$ cat src/design/sha224_pkg.sv
package sha224_pkg;

	typedef enum logic [2:0] {
		ST_FILL,
		ST_PAD,
		ST_LOAD,
		ST_ROUND,
		ST_ADD,
		ST_EMIT
	} state_t;

	typedef struct packed {
		logic [7:0] data_byte;
		logic       byte_present;
		logic       end_of_message;
	} in_item_t;

	typedef struct packed {
		logic [31:0] digest_word;
		logic [2:0]  word_number;
		logic        last_word;
	} out_item_t;

	localparam logic [7:0] PAD_BYTE = 8'h80;

	localparam logic [31:0] H_INIT [8] = '{
		32'hc1059ed8, 32'h367cd507, 32'h3070dd17, 32'hf70e5939,
		32'hffc00b31, 32'h68581511, 32'h64f98fa7, 32'hbefa4fa4
	};

	localparam logic [31:0] K_TAB [64] = '{
		32'h428a2f98, 32'h71374491, 32'hb5c0fbcf, 32'he9b5dba5,
		32'h3956c25b, 32'h59f111f1, 32'h923f82a4, 32'hab1c5ed5,
		32'hd807aa98, 32'h12835b01, 32'h243185be, 32'h550c7dc3,
		32'h72be5d74, 32'h80deb1fe, 32'h9bdc06a7, 32'hc19bf174,
		32'he49b69c1, 32'hefbe4786, 32'h0fc19dc6, 32'h240ca1cc,
		32'h2de92c6f, 32'h4a7484aa, 32'h5cb0a9dc, 32'h76f988da,
		32'h983e5152, 32'ha831c66d, 32'hb00327c8, 32'hbf597fc7,
		32'hc6e00bf3, 32'hd5a79147, 32'h06ca6351, 32'h14292967,
		32'h27b70a85, 32'h2e1b2138, 32'h4d2c6dfc, 32'h53380d13,
		32'h650a7354, 32'h766a0abb, 32'h81c2c92e, 32'h92722c85,
		32'ha2bfe8a1, 32'ha81a664b, 32'hc24b8b70, 32'hc76c51a3,
		32'hd192e819, 32'hd6990624, 32'hf40e3585, 32'h106aa070,
		32'h19a4c116, 32'h1e376c08, 32'h2748774c, 32'h34b0bcb5,
		32'h391c0cb3, 32'h4ed8aa4a, 32'h5b9cca4f, 32'h682e6ff3,
		32'h748f82ee, 32'h78a5636f, 32'h84c87814, 32'h8cc70208,
		32'h90befffa, 32'ha4506ceb, 32'hbef9a3f7, 32'hc67178f2
	};

	function automatic logic [31:0] ror(input logic [31:0] v, input int n);
		return (v >> n) | (v << (32 - n));
	endfunction

endpackage

$ cat src/design/sha224_if.sv
interface sha224_in_if;
	logic                 valid;
	logic                 ready;
	sha224_pkg::in_item_t payload;
	modport source (output valid, output payload, input ready);
	modport sink (input valid, input payload, output ready);
endinterface

interface sha224_out_if;
	logic                  valid;
	logic                  ready;
	sha224_pkg::out_item_t payload;
	modport source (output valid, output payload, input ready);
	modport sink (input valid, input payload, output ready);
endinterface

$ cat src/design/sha224_round.sv
module sha224_round (
	input  logic [31:0] a, b, c, d, e, f, g, h,
	input  logic [31:0] k,
	input  logic [31:0] w,
	output logic [31:0] a_n,
	output logic [31:0] e_n
);
	logic [31:0] big0, big1, ch, maj, t1;

	always_comb begin
		big1 = sha224_pkg::ror(e, 6) ^ sha224_pkg::ror(e, 11) ^ sha224_pkg::ror(e, 25);
		ch   = (e & f) ^ (~e & g);
		t1   = h + big1 + ch + k + w;
		big0 = sha224_pkg::ror(a, 2) ^ sha224_pkg::ror(a, 13) ^ sha224_pkg::ror(a, 22);
		maj  = (a & b) ^ (a & c) ^ (b & c);
		a_n  = t1 + big0 + maj;
		e_n  = d + t1;
	end
endmodule

$ cat src/design/sha224_hash_engine.sv
// SHA-224 byte-stream engine with the message block and chaining words in memories.
// While filling, each offered byte is accepted; the byte that fills a block starts
// a busy phase (load, round, chain-update) during which no item is accepted.
// End of message: a padding pass and the final block come before the first digest item,
// and a second pass and block follow when the length needs a block of its own.
// Asynchronous active-low reset restores the start values and empties the block.
module sha224_hash_engine (
	input  logic clk,
	input  logic arst_n,
	sha224_in_if.sink   in_ch,
	sha224_out_if.source out_ch
);
	// The block buffer holds 16 big-endian message words; it is written one byte
	// at a time through a read-modify-free byte-lane write.
	logic [31:0] blk_mem [16];
	// Chaining words live in a small memory, read by the loader, the chain-update pass and the digest output.
	logic [31:0] chain_mem [8];

	sha224_pkg::state_t state_q, state_d;

	logic [5:0]  fill_q;
	logic [63:0] bits_q;
	logic        fin_q;     // message closed, padding in progress
	logic        lenblk_q;  // current block carries the length
	logic        pad80_q;   // 0x80 already placed
	logic [5:0]  pad_q;
	logic [5:0]  rnd_q;
	logic [3:0]  idx_q;
	logic        chain_init_q;
	logic [31:0] a_q, b_q, c_q, d_q, e_q, f_q, g_q, h_q;
	logic [31:0] w_q [16];
	logic [31:0] chain_rd_s1;
	logic [31:0] out_word_q;
	logic [2:0]  out_num_q;
	logic        out_valid_q;

	logic [31:0] a_n, e_n, w_cur, w_new, s0, s1;

	logic        accept;
	logic        byte_wr;
	logic [5:0]  byte_addr;
	logic [7:0]  byte_val;

	assign accept = in_ch.valid && in_ch.ready;

	sha224_round u_round (
		.a(a_q), .b(b_q), .c(c_q), .d(d_q), .e(e_q), .f(f_q), .g(g_q), .h(h_q),
		.k(sha224_pkg::K_TAB[rnd_q]), .w(w_cur), .a_n(a_n), .e_n(e_n)
	);

	// Message schedule in a 16-word shifting window.
	always_comb begin
		s0 = sha224_pkg::ror(w_q[1], 7) ^ sha224_pkg::ror(w_q[1], 18) ^ (w_q[1] >> 3);
		s1 = sha224_pkg::ror(w_q[14], 17) ^ sha224_pkg::ror(w_q[14], 19) ^ (w_q[14] >> 10);
		w_new = s1 + w_q[9] + s0 + w_q[0];
		w_cur = w_q[0];
	end

	// Next state.
	always_comb begin
		state_d = state_q;
		unique case (state_q)
			sha224_pkg::ST_FILL: begin
				if (accept) begin
					if (in_ch.payload.byte_present && fill_q == 6'd63) begin
						state_d = sha224_pkg::ST_LOAD;
					end else if (in_ch.payload.end_of_message) begin
						state_d = sha224_pkg::ST_PAD;
					end
				end
			end
			sha224_pkg::ST_PAD: begin
				if (pad_q == 6'd63) state_d = sha224_pkg::ST_LOAD;
			end
			sha224_pkg::ST_LOAD: begin
				if (idx_q == 4'd8) state_d = sha224_pkg::ST_ROUND;
			end
			sha224_pkg::ST_ROUND: begin
				if (rnd_q == 6'd63) state_d = sha224_pkg::ST_ADD;
			end
			sha224_pkg::ST_ADD: begin
				if (idx_q == 4'd8) begin
					if (lenblk_q) state_d = sha224_pkg::ST_EMIT;
					else if (fin_q) state_d = sha224_pkg::ST_PAD;
					else state_d = sha224_pkg::ST_FILL;
				end
			end
			sha224_pkg::ST_EMIT: begin
				if (out_valid_q && out_ch.ready && out_num_q == 3'd6)
					state_d = sha224_pkg::ST_FILL;
			end
			default: state_d = sha224_pkg::ST_FILL;
		endcase
	end

	// Byte writes into the block buffer, from input or the padding sequencer.
	// The first padding pass leaves the message bytes below the fill level alone.
	always_comb begin
		byte_wr   = 1'b0;
		byte_addr = pad_q;
		byte_val  = 8'h00;
		unique case (state_q)
			sha224_pkg::ST_FILL: begin
				byte_wr   = accept && in_ch.payload.byte_present;
				byte_addr = fill_q;
				byte_val  = in_ch.payload.data_byte;
			end
			sha224_pkg::ST_PAD: begin
				byte_wr = pad80_q || (pad_q >= fill_q);
				if (!pad80_q && pad_q == fill_q) byte_val = sha224_pkg::PAD_BYTE;
				else if (lenblk_q && pad_q >= 6'd56)
					byte_val = bits_q[8 * (63 - pad_q) +: 8];
				else byte_val = 8'h00;
			end
			default: byte_wr = 1'b0;
		endcase
	end

	assign in_ch.ready = (state_q == sha224_pkg::ST_FILL);

	always_ff @(posedge clk) begin
		if (byte_wr) blk_mem[byte_addr[5:2]][8 * (3 - byte_addr[1:0]) +: 8] <= byte_val;
	end

	// Chain memory: registered read, one write port.
	always_ff @(posedge clk) begin
		chain_rd_s1 <= chain_init_q ? sha224_pkg::H_INIT[idx_q[2:0]] : chain_mem[idx_q[2:0]];
		if (state_q == sha224_pkg::ST_ADD && idx_q != 4'd0) begin
			chain_mem[idx_q[2:0] - 3'd1] <= chain_rd_s1 + a_q;
		end
	end

	always_ff @(posedge clk or negedge arst_n) begin
		if (!arst_n) begin
			state_q      <= sha224_pkg::ST_FILL;
			fill_q       <= '0;
			bits_q       <= '0;
			fin_q        <= 1'b0;
			lenblk_q     <= 1'b0;
			pad80_q      <= 1'b0;
			pad_q        <= '0;
			rnd_q        <= '0;
			idx_q        <= '0;
			chain_init_q <= 1'b1;
			out_valid_q  <= 1'b0;
			out_num_q    <= '0;
		end else begin
			state_q <= state_d;
			unique case (state_q)
				sha224_pkg::ST_FILL: begin
					if (accept && in_ch.payload.byte_present) begin
						fill_q <= fill_q + 6'd1;
						bits_q <= bits_q + 64'd8;
					end
					if (accept && in_ch.payload.end_of_message) fin_q <= 1'b1;
					if (accept && in_ch.payload.end_of_message &&
							!(in_ch.payload.byte_present && fill_q == 6'd63)) begin
						pad_q    <= '0;
						lenblk_q <= (fill_q + {5'd0, in_ch.payload.byte_present}) < 6'd56;
					end
					rnd_q <= '0;
					idx_q <= '0;
				end
				sha224_pkg::ST_PAD: begin
					if (!pad80_q && pad_q == fill_q) pad80_q <= 1'b1;
					pad_q <= pad_q + 6'd1;
					rnd_q <= '0;
					idx_q <= '0;
				end
				sha224_pkg::ST_LOAD: begin
					idx_q <= (idx_q == 4'd8) ? 4'd0 : idx_q + 4'd1;
					rnd_q <= '0;
				end
				sha224_pkg::ST_ROUND: begin
					rnd_q <= rnd_q + 6'd1;
					idx_q <= '0;
				end
				sha224_pkg::ST_ADD: begin
					idx_q <= (idx_q == 4'd8) ? 4'd0 : idx_q + 4'd1;
					if (idx_q == 4'd8) begin
						chain_init_q <= 1'b0;
						pad_q        <= '0;
						// The next pass carries the length; a message that ended on a full block also still needs its 0x80.
						if (fin_q && !lenblk_q) lenblk_q <= 1'b1;
						if (lenblk_q) begin
							out_valid_q <= 1'b1;
							out_num_q   <= '0;
						end
					end
				end
				sha224_pkg::ST_EMIT: begin
					if (out_valid_q && out_ch.ready) begin
						out_num_q <= out_num_q + 3'd1;
						if (out_num_q == 3'd6) begin
							out_valid_q  <= 1'b0;
							fill_q       <= '0;
							bits_q       <= '0;
							fin_q        <= 1'b0;
							lenblk_q     <= 1'b0;
							pad80_q      <= 1'b0;
							chain_init_q <= 1'b1;
						end
					end
				end
				default: ;
			endcase
		end
	end

	// Working variables and the schedule window. The load pass shifts the chain
	// words in at h so that a ends up with word 0; the add pass shifts them out at a.
	always_ff @(posedge clk) begin
		if (state_q == sha224_pkg::ST_LOAD) begin
			if (idx_q == 4'd0) begin
				for (int i = 0; i < 16; i++) w_q[i] <= blk_mem[i];
			end else begin
				{a_q, b_q, c_q, d_q, e_q, f_q, g_q, h_q} <=
					{b_q, c_q, d_q, e_q, f_q, g_q, h_q, chain_rd_s1};
			end
		end
		if (state_q == sha224_pkg::ST_ROUND) begin
			{a_q, b_q, c_q, d_q} <= {a_n, a_q, b_q, c_q};
			{e_q, f_q, g_q, h_q} <= {e_n, e_q, f_q, g_q};
			for (int i = 0; i < 15; i++) w_q[i] <= w_q[i + 1];
			w_q[15] <= w_new;
		end
		if (state_q == sha224_pkg::ST_ADD && idx_q != 4'd0) begin
			{a_q, b_q, c_q, d_q, e_q, f_q, g_q, h_q} <=
				{b_q, c_q, d_q, e_q, f_q, g_q, h_q, 32'd0};
		end
		// Outside the digest phase word 0 is kept ready for the first digest item.
		out_word_q <= chain_mem[(state_q == sha224_pkg::ST_EMIT) ?
			out_num_q + ((out_valid_q && out_ch.ready) ? 3'd1 : 3'd0) : 3'd0];
	end

	assign out_ch.valid                   = out_valid_q && (state_q == sha224_pkg::ST_EMIT);
	assign out_ch.payload.digest_word     = out_word_q;
	assign out_ch.payload.word_number     = out_num_q;
	assign out_ch.payload.last_word       = (out_num_q == 3'd6);

`ifndef SYNTHESIS
	a_no_in_busy: assert property (@(posedge clk) disable iff (!arst_n)
		state_q != sha224_pkg::ST_FILL |-> !in_ch.ready)
		else $error("input accepted while busy");
	a_num_range: assert property (@(posedge clk) disable iff (!arst_n)
		out_ch.valid |-> out_num_q != 3'd7)
		else $error("digest word number out of range");
`endif
endmodule

$ cat src/flat_wrapper.sv
// flat-port wrapper written by rule: the top's interface ports become plain ports
module sha224_hash_engine_flat 
  (clk, arst_n, in_ch_valid, in_ch_payload, in_ch_ready, out_ch_valid, out_ch_payload, out_ch_ready);
  sha224_in_if in_ch_i ();
  sha224_out_if out_ch_i ();
  input  logic clk;
  input  logic arst_n;
  input wire logic [$bits(in_ch_i.valid)-1:0] in_ch_valid;
  input wire logic [$bits(in_ch_i.payload)-1:0] in_ch_payload;
  output wire logic [$bits(in_ch_i.ready)-1:0] in_ch_ready;
  output wire logic [$bits(out_ch_i.valid)-1:0] out_ch_valid;
  output wire logic [$bits(out_ch_i.payload)-1:0] out_ch_payload;
  input wire logic [$bits(out_ch_i.ready)-1:0] out_ch_ready;
  assign in_ch_i.valid = in_ch_valid;
  assign in_ch_i.payload = in_ch_payload;
  assign in_ch_ready = in_ch_i.ready;
  assign out_ch_valid = out_ch_i.valid;
  assign out_ch_payload = out_ch_i.payload;
  assign out_ch_i.ready = out_ch_ready;
  sha224_hash_engine u_core (.clk(clk), .arst_n(arst_n), .in_ch(in_ch_i), .out_ch(out_ch_i));
endmodule
$ cat config.mk
export PLATFORM = sky130hd
export DESIGN_NAME = sha224_hash_engine_flat
export DESIGN_NICKNAME = d
export VERILOG_FILES = /design/src/design/sha224_pkg.sv /design/src/design/sha224_if.sv /design/src/design/sha224_round.sv /design/src/design/sha224_hash_engine.sv /design/src/flat_wrapper.sv
export SDC_FILE = /design/constraint.sdc
export NUM_CORES = 2
export LEC_CHECK = 0
export BUFFER_PORTS_ARGS = -buffer_cell sky130_fd_sc_hd__buf_2
export CORE_MARGIN = 2
export CORE_UTILIZATION = 60
export DETAILED_ROUTE_END_ITERATION = 12
export HOLD_SLACK_MARGIN = 0.15
export PLACE_DENSITY = 0.78
export SYNTH_ARGS = -nofsm -noshare
export SYNTH_HDL_FRONTEND = slang
export SYNTH_SLANG_ARGS = --single-unit
export TNS_END_PERCENT = 30
$ cat constraint.sdc
create_clock -name clk -period 53.3 [get_ports clk]
set_input_delay 10.66 -clock clk [delete_from_list [all_inputs] [get_ports clk]]
set_output_delay 10.66 -clock clk [all_outputs]
set_load 0.005 [all_outputs]
==> results.md <==
* Status: completed
* Largest net degree at the start of global routing at between 200 and 250
* Area Growth Syn to Fin at 8.97%
* Worst Path Arrival at between 2 and 3 ns
* Hold_buf cts at 0
* Final Hold Viols at 0
* DRT antenna net count at 0
* Final TNS setup at 0 ns
* Pwr dens at ~29 nW/um^2
* Die width at ~380 um
* Number of cells on the critical path at 4
* Yosys warns at 0
* Reg clk slew, reported paths at approximately 0.060 ns
* Root Driver: clkbuf_16
* Layout Nets at between 8000 and 9000
* Core Region at 141000 um^2
* Ranking of synthesized cells by area: edfxtp_1, nand2_1, fa_1, xnor2_1, ha_1
* Number of flops mapped to enable cells by yosys at between 1500 and 2000
* CTS buffer count at between 150 and 200
* DR pass1 iterations at 9
* Initial antenna violation count at 1
* DR DRC count at 0
* Synth unique cells at 89
* H-tree depth at 4
* Clk buf depth at 3
* Crit path kind: reg -> out
* Crit-path slowest cell: dfrtp_1
* Worst Min Path Start: u_core.w_q[1][65]$_DFFE_PP_
* Starting Density at between 60% and 70%
* Avg Inst Size Synth at 10.9 um^2
* Vias per inst at 6.21
* Cells after Synth at ~7800
* Die area at around 140000 um^2
* Post-route minimum period at around 13 ns
* Static leakage at roughly 32 nW
* IO Count at between 50 and 60
* Setup-failing EPs final at 0
* Crit path from: u_core.state_q[0]$_DFFE_PN0P_
* Die span in y at about 380 um
* Critical Path RT at ~43 ns
* Worst hold stages at 2
* Average wire per standard cell at ~24 um
* Vias in the first global route at 58000
* Max cap viols at 0
* Dominant cell type by area after synthesis: edfxtp_1
* Tot GR Track Use at between 30% and 40%
* Rows at ~140
* FF-to-FF path depth at 33
* Post-synthesis sequential area ratio at 58.2%
* Mapped Nets at about 8200
* Mapped Area at between 80000 and 90000 um^2
* Dominant synthesized flop cell: edfxtp_1
* Final Core Density at about two thirds
* CP Launch Type: register
* Share of layout cells above drive strength 1 at 7.30%
* Max-slew headroom at between 10% and 20%
* Async S/R FF share, synth at ~5.5%
* CP endpoint kind: output pin
* Clock Latency Late Sink at ~0.84 ns
* Worst-margin pin slew at approximately 1.2 ns
* Synth top area share at between 50 and 60%
* Post CTS Setup Buffer Count at 0
* Slew Limit Fails at 0
* Most frequent cell after synthesis: nand2_1
* Routed WL at 238000 um
* Maximum clock rate at between 70 and 80 MHz
* First-pass GRT wire length at ~350000 um
* Clock sink count at between 1500 and 2000
* RSZ-0062 raised after global routing: false
* Crit-path max cell delay at 0.61 ns
* CTS tree: yes
* Crit path max fanout at 23
* Vias at 60200
* CP cell instances: buf_4, and3b_1, and2_1, buf_2
* FF-to-FF Start: u_core.rnd_q[0]$_DFFE_PN0P_
* Crit-path leading delay family: simple AND/OR/NAND/NOR gates
* VDD IR max at 0.0000338 V
* Buffers and inverters on the worst path at 2
* Detailed placement HPWL at 158000 um
* Starting DRT DRC Count at 7780
* Clock Skew at 0.0726 ns
* Hold Path Class: reg -> reg
* Post-CTS Resized at 0
* IO Port Bufs at 51
* Post-synth top cells: nand2_1, edfxtp_1, nor2_1
* Final period util at roughly 25%
* Synth Register Bits at around 1700
* GP Congestion at 1.02
* Total gr overflow at 0
flip-flops by register name, summed over array words and instances (netlist names), 3 cells and up:
name / cells
u_core.rnd_q: 6
u_core.chain_mem: 256
u_core.g_q: 32
u_core.pad_q: 6
u_core.out_word_q: 32
u_core.chain_rd_s1: 32
u_core.out_num_q: 3
u_core.h_q: 32
u_core.d_q: 32
u_core.bits_q: 61
u_core.fill_q: 6
u_core.b_q: 32
u_core.e_q: 32
u_core.idx_q: 4
u_core.state_q: 3
u_core.w_q: 512
u_core.a_q: 32
u_core.blk_mem: 512
u_core.f_q: 32
u_core.c_q: 32
routing by layer:
metal	up-vias	track usage (%)	part of all wire (%)
met5	-	0	0
met4	0	19.2	6.8
met3	717	6.08	10
met2	3571	50.7	46
met1	29200	43.0	37
li1	26700	-	-
tightest hold or removal path: cells and delay by family, from the launching register on:
family | cells | cell delay (ns)
flops | 1 | 0.32
simple gates | 2 | 0.08
per-stage QoR:
stage               std cells  hold WS, ns  total power [mW]  worst slack (ns)  cell area [um^2]
floorplan                7773        0.463              1.45             34.52             85000
global placement         9381        0.485              1.46             39.76             86900
detailed placement       9381        0.493              1.46             39.74             86900
CTS                      9697        0.489              2.65             40.07             92600
global route             9697        0.515              2.70             39.99             92600
finish                   9700        0.500              2.64             40.10             92600
path summary, 6_finish.rpt:
| path | endpoint | slack [ns] |
|---|---|---|
| max | out_ch_valid | 40.10 |
| min | u_core.w_q[1][33]$_DFFE_PP_ | 0.50 |
| max reg2reg | u_core.a_q[28]$_DFFE_PP_ | 41.65 |
| min reg2reg | u_core.w_q[1][33]$_DFFE_PP_ | 0.50 |
| max in group asynchronous | u_core.bits_q[16]$_DFFE_PN0P_ | 42.37 |
| min in group asynchronous | u_core.bits_q[7]$_DFFE_PN0P_ | 9.81 |
layout by cell type (no fill, tap or decap), types with 15 or more instances in the layout:
cell	Yosys	final
nand2_1	2372	2365
edfxtp_1	1504	1504
nor2_1	602	588
xnor2_1	330	330
o21ai_0	286	284
a21oi_1	258	258
inv_1	216	215
ha_1	203	202
fa_1	188	188
clkbuf_16	0	174
nand3_1	113	113
xor2_1	109	109
a211oi_1	107	107
dfxtp_1	96	96
nor3_1	98	94
buf_4	1	89
dfrtp_1	93	87
mux4_2	74	74
a21o_1	73	73
buf_2	2	50
nand2b_1	39	39
a311oi_1	39	39
mux2i_1	38	38
clkinv_2	0	38
a31oi_1	36	36
clkbuf_1	385	34
mux2_2	32	32
or3_1	29	29
nand4_1	27	27
clkinv_1	1	27
nor2b_1	26	26
o211ai_1	25	25
maj3_1	24	24
o21a_1	23	23
and3_1	23	23
o21bai_1	22	22
o31ai_1	21	21
o22ai_1	17	17
bufinv_16	0	15
where the power goes:
group | total (mW) | switching (mW) | leakage [nW] | internal [mW]
combinational | 0.00540 | 0.00411 | 16.6 | 0.00127
sequential | 1.42 | 0 | 13.0 | 1.42
clock | 1.21 | 0.528 | 2.76 | 0.685
area by class of cell:
type	count	area (um^2)
Tap cell	1890	2360
Inverter	219	822
Clock inverter	104	1150
Fill cell	10400	48500
Antenna cell	3	7.51
Sequential cell	1694	49500
Timing Repair Buffer	142	978
Multi-Input combinational cell	5436	33300
Clock buffer	212	4540
kinds of logic (layout without fill, tap and decap cells):
group           after synthesis  count (layout)  synth area share, %
compound gates             1030            1030                 7.69
buf+inv                     643             677                 2.85
other cells                   0               3                    0
xor+xnor                    440             440                 4.55
mux                         144             144                 2.83
flops                      1694            1694                 58.2
fa+ha+maj                   415             415                 7.70
simple gates               3407            3407                 16.2
No activity file was read; power rests on OpenSTA's default activity.
